## src/sv/pidc_pkg.sv

```systemverilog
// ----------------------------------------------------------------------------
// pidc_pkg
// Shared types, register map, command codes and saturation helper for the
// PID step core.
// ----------------------------------------------------------------------------
package pidc_pkg;

   localparam int ADDR_W = 5;

   // register byte addresses
   localparam logic [ADDR_W-1:0] REG_GAIN_P     = 5'd0;
   localparam logic [ADDR_W-1:0] REG_GAIN_I     = 5'd4;
   localparam logic [ADDR_W-1:0] REG_GAIN_D     = 5'd8;
   localparam logic [ADDR_W-1:0] REG_STEP_TIME  = 5'd12;
   localparam logic [ADDR_W-1:0] REG_STEP_RATE  = 5'd16;
   localparam logic [ADDR_W-1:0] REG_INT_LIMIT  = 5'd20;
   localparam logic [ADDR_W-1:0] REG_OUT_LIMIT  = 5'd24;

   // transaction kinds
   localparam logic [1:0] KIND_UPDATE    = 2'd0;
   localparam logic [1:0] KIND_CLEAR_ALL = 2'd1;
   localparam logic [1:0] KIND_CLEAR_INT = 2'd2;

   localparam logic [30:0] INT_LIMIT_RESET = 31'h7FFF_FFFF;

   // shared multiplier operand widths
   localparam int MUL_A_W = 33;
   localparam int MUL_B_W = 18;
   localparam int PROD_W  = MUL_A_W + MUL_B_W;

   typedef struct packed {
      logic signed [15:0] gain_p;
      logic signed [15:0] gain_i;
      logic signed [15:0] gain_d;
      logic [15:0]        step_time;
      logic [15:0]        step_rate;
      logic [30:0]        integral_limit;
      logic [30:0]        output_limit;
   } pidc_cfg_type;

   localparam pidc_cfg_type CFG_RESET = '{
      gain_p:         16'sd0,
      gain_i:         16'sd0,
      gain_d:         16'sd0,
      step_time:      16'd0,
      step_rate:      16'd0,
      integral_limit: INT_LIMIT_RESET,
      output_limit:   31'd0
   };

   localparam logic signed [PROD_W-1:0] S32_MAX = PROD_W'(64'sd2147483647);
   localparam logic signed [PROD_W-1:0] S32_MIN = PROD_W'(-64'sd2147483648);

   function automatic logic signed [31:0] sat32(input logic signed [PROD_W-1:0] v);
      logic signed [31:0] r;
      if (v > S32_MAX) begin
         r = 32'sh7FFF_FFFF;
      end else if (v < S32_MIN) begin
         r = 32'sh8000_0000;
      end else begin
         r = v[31:0];
      end
      return r;
   endfunction

endpackage

```

## src/sv/pidc_csr.sv

```systemverilog
// ----------------------------------------------------------------------------
// pidc_csr
// APB register file holding gains, sample timing and the two limits.
// ----------------------------------------------------------------------------
module pidc_csr
   import pidc_pkg::*;
(
   input  logic              clock,
   input  logic              reset,
   input  logic              psel,
   input  logic              penable,
   input  logic              pwrite,
   input  logic [ADDR_W-1:0] paddr,
   input  logic [31:0]       pwdata,
   output logic [31:0]       prdata,
   output logic              pready,
   output pidc_cfg_type      cfg
);

   pidc_cfg_type cfg_ff, cfg_in;
   logic         wr_en;

   assign pready = 1'b1;
   assign wr_en  = psel && penable && pwrite;
   assign cfg    = cfg_ff;

   always_comb begin
      cfg_in = cfg_ff;
      if (wr_en) begin
         case (paddr)
            REG_GAIN_P:    cfg_in.gain_p         = pwdata[15:0];
            REG_GAIN_I:    cfg_in.gain_i         = pwdata[15:0];
            REG_GAIN_D:    cfg_in.gain_d         = pwdata[15:0];
            REG_STEP_TIME: cfg_in.step_time      = pwdata[15:0];
            REG_STEP_RATE: cfg_in.step_rate      = pwdata[15:0];
            REG_INT_LIMIT: cfg_in.integral_limit = pwdata[30:0];
            REG_OUT_LIMIT: cfg_in.output_limit   = pwdata[30:0];
            default:       cfg_in                = cfg_ff;
         endcase
      end
   end

   always_comb begin
      case (paddr)
         REG_GAIN_P:    prdata = {16'd0, cfg_ff.gain_p};
         REG_GAIN_I:    prdata = {16'd0, cfg_ff.gain_i};
         REG_GAIN_D:    prdata = {16'd0, cfg_ff.gain_d};
         REG_STEP_TIME: prdata = {16'd0, cfg_ff.step_time};
         REG_STEP_RATE: prdata = {16'd0, cfg_ff.step_rate};
         REG_INT_LIMIT: prdata = {1'b0, cfg_ff.integral_limit};
         REG_OUT_LIMIT: prdata = {1'b0, cfg_ff.output_limit};
         default:       prdata = 32'd0;
      endcase
   end

   always_ff @(posedge clock) begin
      if (reset) begin
         cfg_ff <= CFG_RESET;
      end else begin
         cfg_ff <= cfg_in;
      end
   end

endmodule

```

## src/sv/pidc_mul.sv

```systemverilog
// ----------------------------------------------------------------------------
// pidc_mul
// Shared signed multiplier with a registered product.
// ----------------------------------------------------------------------------
module pidc_mul
   import pidc_pkg::*;
(
   input  logic                     clock,
   input  logic signed [MUL_A_W-1:0] op_a,
   input  logic signed [MUL_B_W-1:0] op_b,
   output logic signed [PROD_W-1:0]  prod
);

   logic signed [PROD_W-1:0] prod_ff, prod_in;

   assign prod_in = PROD_W'(op_a) * PROD_W'(op_b);
   assign prod    = prod_ff;

   always_ff @(posedge clock) begin
      prod_ff <= prod_in;
   end

endmodule

```

## src/sv/pid_controller_step_core.sv

```systemverilog
// ----------------------------------------------------------------------------
// pid_controller_step_core
// PID step with integral clamp and output-clamp anti-windup.
// ----------------------------------------------------------------------------
// One transaction is handled at a time. For an accepted update the single
// shared multiplier is used five times in turn (error times step_time, P, I,
// D, then D times step_rate), followed by a summing state and a clamp and
// writeback state. Clear commands and the unused kind go to a single zero
// state and return all-zero results. req_stall is high from acceptance
// until the result is loaded into the output register; the final state holds
// while a previous result is still stalled on the rsp side.
// ----------------------------------------------------------------------------
module pid_controller_step_core
   import pidc_pkg::*;
(
   input  logic                clock,
   input  logic                reset,
   // input channel
   input  logic                req_valid,
   output logic                req_stall,
   input  logic [1:0]          req_kind,
   input  logic signed [15:0]  req_error,
   // result channel
   output logic                rsp_valid,
   input  logic                rsp_stall,
   output logic signed [31:0]  rsp_drive,
   output logic signed [31:0]  rsp_p_term,
   output logic signed [31:0]  rsp_i_term,
   output logic signed [31:0]  rsp_d_term,
   output logic                rsp_clamped,
   // configuration
   input  logic                psel,
   input  logic                penable,
   input  logic                pwrite,
   input  logic [ADDR_W-1:0]   paddr,
   input  logic [31:0]         pwdata,
   output logic [31:0]         prdata,
   output logic                pready
);

   localparam logic [3:0] ST_IDLE  = 4'd0;
   localparam logic [3:0] ST_INC   = 4'd1;
   localparam logic [3:0] ST_INTEG = 4'd2;
   localparam logic [3:0] ST_P     = 4'd3;
   localparam logic [3:0] ST_I     = 4'd4;
   localparam logic [3:0] ST_D1    = 4'd5;
   localparam logic [3:0] ST_D2    = 4'd6;
   localparam logic [3:0] ST_SUM   = 4'd7;
   localparam logic [3:0] ST_FIN   = 4'd8;
   localparam logic [3:0] ST_ZERO  = 4'd9;

   pidc_cfg_type cfg;

   logic [3:0]                state_ff, state_in;
   logic signed [15:0]        e_ff, e_in;
   logic signed [31:0]        isum_ff, isum_in;
   logic signed [15:0]        prev_ff, prev_in;
   logic signed [31:0]        inc_ff, inc_in;
   logic signed [31:0]        integ_ff, integ_in;
   logic signed [31:0]        p_ff, p_in;
   logic signed [31:0]        i_ff, i_in;
   logic signed [31:0]        d_ff, d_in;
   logic signed [31:0]        sum_ff, sum_in;

   logic                      rsp_valid_ff, rsp_valid_in;
   logic signed [31:0]        drive_ff, drive_in;
   logic signed [31:0]        rp_ff, rp_in;
   logic signed [31:0]        ri_ff, ri_in;
   logic signed [31:0]        rd_ff, rd_in;
   logic                      clamp_ff, clamp_in;

   logic signed [MUL_A_W-1:0] op_a;
   logic signed [MUL_B_W-1:0] op_b;
   logic signed [PROD_W-1:0]  prod;

   logic                      accept;
   logic                      out_free;
   logic signed [32:0]        integ_raw;
   logic signed [32:0]        ilim;
   logic signed [32:0]        ilim_neg;
   logic signed [16:0]        diff;
   logic signed [33:0]        sum_raw;
   logic signed [31:0]        olim;
   logic signed [32:0]        takeback;
   logic signed [PROD_W-1:0]  i_shift;
   logic                      gd_pos;

   pidc_csr u_csr (
      .clock   (clock),
      .reset   (reset),
      .psel    (psel),
      .penable (penable),
      .pwrite  (pwrite),
      .paddr   (paddr),
      .pwdata  (pwdata),
      .prdata  (prdata),
      .pready  (pready),
      .cfg     (cfg)
   );

   pidc_mul u_mul (
      .clock (clock),
      .op_a  (op_a),
      .op_b  (op_b),
      .prod  (prod)
   );

   assign req_stall   = (state_ff != ST_IDLE);
   assign accept      = req_valid && !req_stall;
   assign out_free    = !rsp_valid_ff || !rsp_stall;

   assign rsp_valid   = rsp_valid_ff;
   assign rsp_drive   = drive_ff;
   assign rsp_p_term  = rp_ff;
   assign rsp_i_term  = ri_ff;
   assign rsp_d_term  = rd_ff;
   assign rsp_clamped = clamp_ff;

   assign diff      = {e_ff[15], e_ff} - {prev_ff[15], prev_ff};
   // prod holds error times step_time while in ST_INTEG
   assign integ_raw = {isum_ff[31], isum_ff} + {prod[31], prod[31:0]};
   assign ilim      = {2'b00, cfg.integral_limit};
   assign ilim_neg  = -ilim;
   assign sum_raw   = {{2{p_ff[31]}}, p_ff} + {{2{i_ff[31]}}, i_ff} + {{2{d_ff[31]}}, d_ff};
   assign olim      = {1'b0, cfg.output_limit};
   assign takeback  = {integ_ff[31], integ_ff} - {inc_ff[31], inc_ff};
   assign i_shift   = prod >>> 16;  // floor toward minus infinity
   assign gd_pos    = !cfg.gain_d[15] && (cfg.gain_d != 16'sd0);

   // operand select for the shared multiplier
   always_comb begin
      case (state_ff)
         ST_INC: begin
            op_a = {{17{e_ff[15]}}, e_ff};
            op_b = {2'b00, cfg.step_time};
         end
         ST_INTEG: begin
            op_a = {{17{e_ff[15]}}, e_ff};
            op_b = {{2{cfg.gain_p[15]}}, cfg.gain_p};
         end
         ST_P: begin
            op_a = {integ_ff[31], integ_ff};
            op_b = {{2{cfg.gain_i[15]}}, cfg.gain_i};
         end
         ST_I: begin
            op_a = {{16{diff[16]}}, diff};
            op_b = {{2{cfg.gain_d[15]}}, cfg.gain_d};
         end
         ST_D1: begin
            op_a = prod[MUL_A_W-1:0];
            op_b = {2'b00, cfg.step_rate};
         end
         default: begin
            op_a = '0;
            op_b = '0;
         end
      endcase
   end

   always_comb begin
      state_in     = state_ff;
      e_in         = e_ff;
      isum_in      = isum_ff;
      prev_in      = prev_ff;
      inc_in       = inc_ff;
      integ_in     = integ_ff;
      p_in         = p_ff;
      i_in         = i_ff;
      d_in         = d_ff;
      sum_in       = sum_ff;
      rsp_valid_in = rsp_valid_ff && rsp_stall;
      drive_in     = drive_ff;
      rp_in        = rp_ff;
      ri_in        = ri_ff;
      rd_in        = rd_ff;
      clamp_in     = clamp_ff;

      case (state_ff)
         ST_IDLE: begin
            if (accept) begin
               e_in = req_error;
               case (req_kind)
                  KIND_UPDATE: begin
                     state_in = ST_INC;
                  end
                  KIND_CLEAR_ALL: begin
                     isum_in  = '0;
                     prev_in  = '0;
                     state_in = ST_ZERO;
                  end
                  KIND_CLEAR_INT: begin
                     isum_in  = '0;
                     state_in = ST_ZERO;
                  end
                  default: begin
                     state_in = ST_ZERO;
                  end
               endcase
            end
         end
         ST_INC: begin
            state_in = ST_INTEG;
         end
         ST_INTEG: begin
            inc_in = prod[31:0];
            // clamp the new integral so the I multiply can use it next cycle
            if (integ_raw > ilim) begin
               integ_in = ilim[31:0];
            end else if (integ_raw < ilim_neg) begin
               integ_in = ilim_neg[31:0];
            end else begin
               integ_in = integ_raw[31:0];
            end
            state_in = ST_P;
         end
         ST_P: begin
            p_in     = sat32(prod);
            state_in = ST_I;
         end
         ST_I: begin
            i_in     = sat32(i_shift);
            state_in = ST_D1;
         end
         ST_D1: begin
            state_in = ST_D2;
         end
         ST_D2: begin
            d_in     = gd_pos ? sat32(prod) : 32'sd0;
            state_in = ST_SUM;
         end
         ST_SUM: begin
            sum_in   = sat32({{(PROD_W-34){sum_raw[33]}}, sum_raw});
            state_in = ST_FIN;
         end
         ST_FIN: begin
            if (out_free) begin
               drive_in = sum_ff;
               clamp_in = 1'b0;
               isum_in  = integ_ff;
               if (olim != 32'sd0) begin
                  if (sum_ff > olim) begin
                     drive_in = olim;
                     clamp_in = 1'b1;
                     if (inc_ff > 32'sd0) begin
                        isum_in = sat32({{(PROD_W-33){takeback[32]}}, takeback});
                     end
                  end else if (sum_ff < -olim) begin
                     drive_in = -olim;
                     clamp_in = 1'b1;
                     if (inc_ff < 32'sd0) begin
                        isum_in = sat32({{(PROD_W-33){takeback[32]}}, takeback});
                     end
                  end
               end
               prev_in      = e_ff;
               rp_in        = p_ff;
               ri_in        = i_ff;
               rd_in        = d_ff;
               rsp_valid_in = 1'b1;
               state_in     = ST_IDLE;
            end
         end
         ST_ZERO: begin
            if (out_free) begin
               drive_in     = '0;
               rp_in        = '0;
               ri_in        = '0;
               rd_in        = '0;
               clamp_in     = 1'b0;
               rsp_valid_in = 1'b1;
               state_in     = ST_IDLE;
            end
         end
         default: begin
            state_in = ST_IDLE;
         end
      endcase
   end

   always_ff @(posedge clock) begin
      if (reset) begin
         state_ff     <= ST_IDLE;
         rsp_valid_ff <= 1'b0;
         isum_ff      <= '0;
         prev_ff      <= '0;
      end else begin
         state_ff     <= state_in;
         rsp_valid_ff <= rsp_valid_in;
         isum_ff      <= isum_in;
         prev_ff      <= prev_in;
      end
   end

   always_ff @(posedge clock) begin
      e_ff     <= e_in;
      inc_ff   <= inc_in;
      integ_ff <= integ_in;
      p_ff     <= p_in;
      i_ff     <= i_in;
      d_ff     <= d_in;
      sum_ff   <= sum_in;
      drive_ff <= drive_in;
      rp_ff    <= rp_in;
      ri_ff    <= ri_in;
      rd_ff    <= rd_in;
      clamp_ff <= clamp_in;
   end

endmodule
```

## config.mk

```make
export PLATFORM = sky130hd
export DESIGN_NAME = pid_controller_step_core
export DESIGN_NICKNAME = d
export VERILOG_FILES = /design/src/sv/pidc_pkg.sv /design/src/sv/pidc_csr.sv /design/src/sv/pidc_mul.sv /design/src/sv/pid_controller_step_core.sv
export SDC_FILE = /design/constraint.sdc
export NUM_CORES = 2
export LEC_CHECK = 0
export BUFFER_PORTS_ARGS = -buffer_cell sky130_fd_sc_hd__buf_2
export CAP_MARGIN = 20
export CORE_MARGIN = 2
export CORE_UTILIZATION = 58
export CTS_CLUSTER_DIAMETER = 30
export DETAILED_ROUTE_END_ITERATION = 10
export GPL_TIMING_DRIVEN = 0
export PLACE_DENSITY = 0.79
export SETUP_SLACK_MARGIN = 0.02
export SKIP_CTS_REPAIR_TIMING = 1
export SLEW_MARGIN = 20
export SYNTH_ARGS = -nofsm -noshare
export SYNTH_HDL_FRONTEND = slang
export SYNTH_HIERARCHICAL = 1
export SYNTH_SLANG_ARGS = --single-unit
```

## constraint.sdc

```tcl
create_clock -name clock -period 10.3 [get_ports clock]
set_input_delay 1.03 -clock clock [delete_from_list [all_inputs] [get_ports clock]]
set_output_delay 1.03 -clock clock [all_outputs]
set_load 0.005 [all_outputs]
```

==> run metrics <==
number of buffers created by CTS=96; Yosys Warn Count=6; syn nets=6884; DR WL/cell=24.0 µm; most common cell in the netlist=inv_1; largest net degree at the start of global routing=42; CP Class=register to register; Compound-Gate Fraction of Synth Area=roughly 14%; Final setup viols=0; Synth area leaders=fa_1, edfxtp_1, dfxtp_1, ha_1, inv_1; FILL cells=7674; area occupied by multi-input gates=approximately 36000 µm²; Post-Syn Area per Cell=9.45 µm²; initial antenna violation count=6; maximum fanout along the worst path=10; ys async rst share=0%; CP max stage cell=o31ai_4; fin. max-slew vios=0; Critical Path Start=e_ff[0]$_DFFE_PP_; clk slew on worst S/H paths=around 0.060 ns; Rel. slew slack=a little over a quarter; Post-DRT Antenna Nets=0; CTS tree=done; Hold WS=between 0.4 and 0.5 ns; initial DRC count=roughly 5000; EDFF count, synth=between 300 and 400; Synth cell types=roughly 100; reg-to-reg endpoint=u_mul/prod[40]$_DFF_P_; top_reg_cell synth=edfxtp_1; clk_skew=roughly 0.039 ns; root buffer cell=clkbuf_16; layout cells sized above 1=~8.7%; grt total ovfl=0; routability cong.=around 1; Sink Count=583; synthesized instance count=a little under 6000; largest family of logic cells by synthesized area=adder cells; pwr/cell area=161 nW/µm²; min Tclk post-route=approximately 10 ns; CP Launch Type=register; setup slack, reg-to-reg=0.13 ns; Die Ht=~310 µm; arrival time of the worst setup path=~11 ns; top cells by count, synth=inv_1, fa_1, nand2_1; final instance area=between 60000 and 70000 µm²; Worst Hold Class=register to register; cell repeated most along the worst path=fa_1; number of synthesized register bits=about 600; initial core utilization=between 50% and 60%; final WL=about 180 mm; DRC=0; register area=15000 µm²; CP Capture Point=u_mul/prod[40]$_DFF_P_; CP max stage delay=roughly 0.7 ns; total track usage=a little under two fifths; max cap viols=0; CP Data Required Time=~11 ns; post-synthesis adder-cell area fraction=30.1%; leak pwr=around 28 nW; clk buf depth=3; vias post-DR=45818; Placed Area=a little under 60000 µm²; nets@finish=roughly 7200; CP endpoint kind=register; Synth Area in XOR/XNOR=under 10%; number of flip-flops under the largest register name=between 100 and 150; via density per instance=a little over 6; Final Hold Vio Count=0; core area=about 95000 µm²; die area=slightly below 100000 µm²; Area Growth Syn to Fin=11.8%; floorplan row count=between 100 and 150; post-synthesis simple-gate area fraction=15.4%; post-synthesis mux area share=2.70%; placed cells=7359; Die Wd=roughly 310 µm; fmax=a little under 100 MHz; RR Startpoint=e_ff[0]$_DFFE_PP_; post-synthesis sequential area ratio=a little over a quarter; vias in the first global route=46302; Mapped Area=55300 µm²; worst ir drop on vdd=0.000131 V; status=completed; area share of the largest cell type after synthesis=between 20% and 30%; Clock Latency Late Sink=between 0.6 and 0.7 ns; H-tree depth=3; crit share post-route=98.8%; Port Buffer Count=219; Pre-antenna DRT Iters=9; DPL Wire Length=~150 mm; Final Non-Filler Cells=approximately 7500; hold depth=2; Final Core Density=about two thirds; Yosys top cell by area=fa_1; IO Pins=around 230; RSZ-0062 raised after global routing=true; Worst R2R Path Depth=33; global-route wire length before repair=~270 mm; Worst Max-Slew Pin Slew=around 1.1 ns
power breakdown:
part | internal [W] | total (W) | switching (W)
clock network | 0.00203 | 0.00332 | 0.00130
logic | 0.00112 | 0.00354 | 0.00242
registers | 0.00292 | 0.00312 | 0.000196
total | 0.00607 | 0.00998 | 0.00392
placed cells by master (no fill, tap or decap), types with 17 or more instances in the layout:
master	netlist	final
o21a_1	37	37
edfxtp_1	337	337
a21o_1	176	176
and2_1	348	348
and3_1	17	17
buf_4	7	21
xnor2_1	142	142
nor3_1	68	66
a31oi_1	28	28
nor4_1	29	29
a22o_1	33	33
a22oi_1	49	49
buf_2	18	239
dfxtp_1	246	246
ha_1	364	364
o21ai_1	19	29
nor2b_1	73	73
clkbuf_1	260	232
o211ai_1	33	33
a211oi_1	32	32
clkbuf_2	0	19
a21oi_1	282	282
nand3_1	121	120
nor2_1	287	284
nand2_1	516	513
nand4_1	48	48
fa_1	605	604
o22ai_1	20	20
inv_6	0	18
clkbuf_16	0	99
o21bai_1	19	19
inv_1	804	804
xor2_1	53	53
a211o_1	23	23
o21ai_0	253	241
mux2i_1	149	149
nand2b_1	106	106
cell type report:
class                   instances  share of cell area [%]
flip-flops and latches        583                    24.3
repair buffers                247                    2.28
inverters                     805                    4.89
multi-input cells            4169                    58.5
clock inverters                70                    1.39
plain buffers                 283                    1.91
well taps                    1265                    2.56
diodes                          4                  0.0162
clock buffers                 111                    4.14
through the flow:
stage	setup TNS, ns	power (W)	setup WS, ns
finish	0	0.00998	0.127
global route	-0.0395	0.0104	-0.0331
CTS	-12.51	0.00986	-0.841
detailed placement	-10.79	0.00653	-0.762
global placement	-68.91	0.00646	-2.22
floorplan	0	0.00518	1.06
cells by family after synthesis:
family / count (synthesis)
compound gates: 1158
xor+xnor: 195
fa+ha+maj: 969
buf+inv: 1101
flops: 583
mux: 149
other cells: 2
simple gates: 1696
critical path, delay by kind of cell (launching register included):
family          cells  cell delay, ns
compound gates     13            3.99
xor+xnor            1            0.13
fa+ha+maj           9            4.00
buf+inv             7            1.04
flops               1            0.43
simple gates        3            0.39
layer usage:
metal / wire length, µm / part of all wire (%) / track usage [%]
met5: 20 / 0.011 / 0
met4: 11900 / 6.6 / 21.2
met3: 17800 / 9.8 / 7.91
met2: 83700 / 46 / 60.1
met1: 67500 / 37 / 45.6
worst min-delay path by stage:
stage	from	end	slack, ns
2_1_floorplan	isum_ff[31]$_SDFFE_PP0P_	isum_ff[31]$_SDFFE_PP0P_	0.43
3_3_place_gp	prev_ff[5]$_SDFFE_PP0P_	prev_ff[5]$_SDFFE_PP0P_	0.44
3_5_place_dp	prev_ff[13]$_SDFFE_PP0P_	prev_ff[13]$_SDFFE_PP0P_	0.45
4_1_cts	prev_ff[13]$_SDFFE_PP0P_	prev_ff[13]$_SDFFE_PP0P_	0.45
5_1_grt	prev_ff[13]$_SDFFE_PP0P_	prev_ff[13]$_SDFFE_PP0P_	0.47
6_report	prev_ff[13]$_SDFFE_PP0P_	prev_ff[13]$_SDFFE_PP0P_	0.45
No activity file was read; power rests on OpenSTA's default activity.
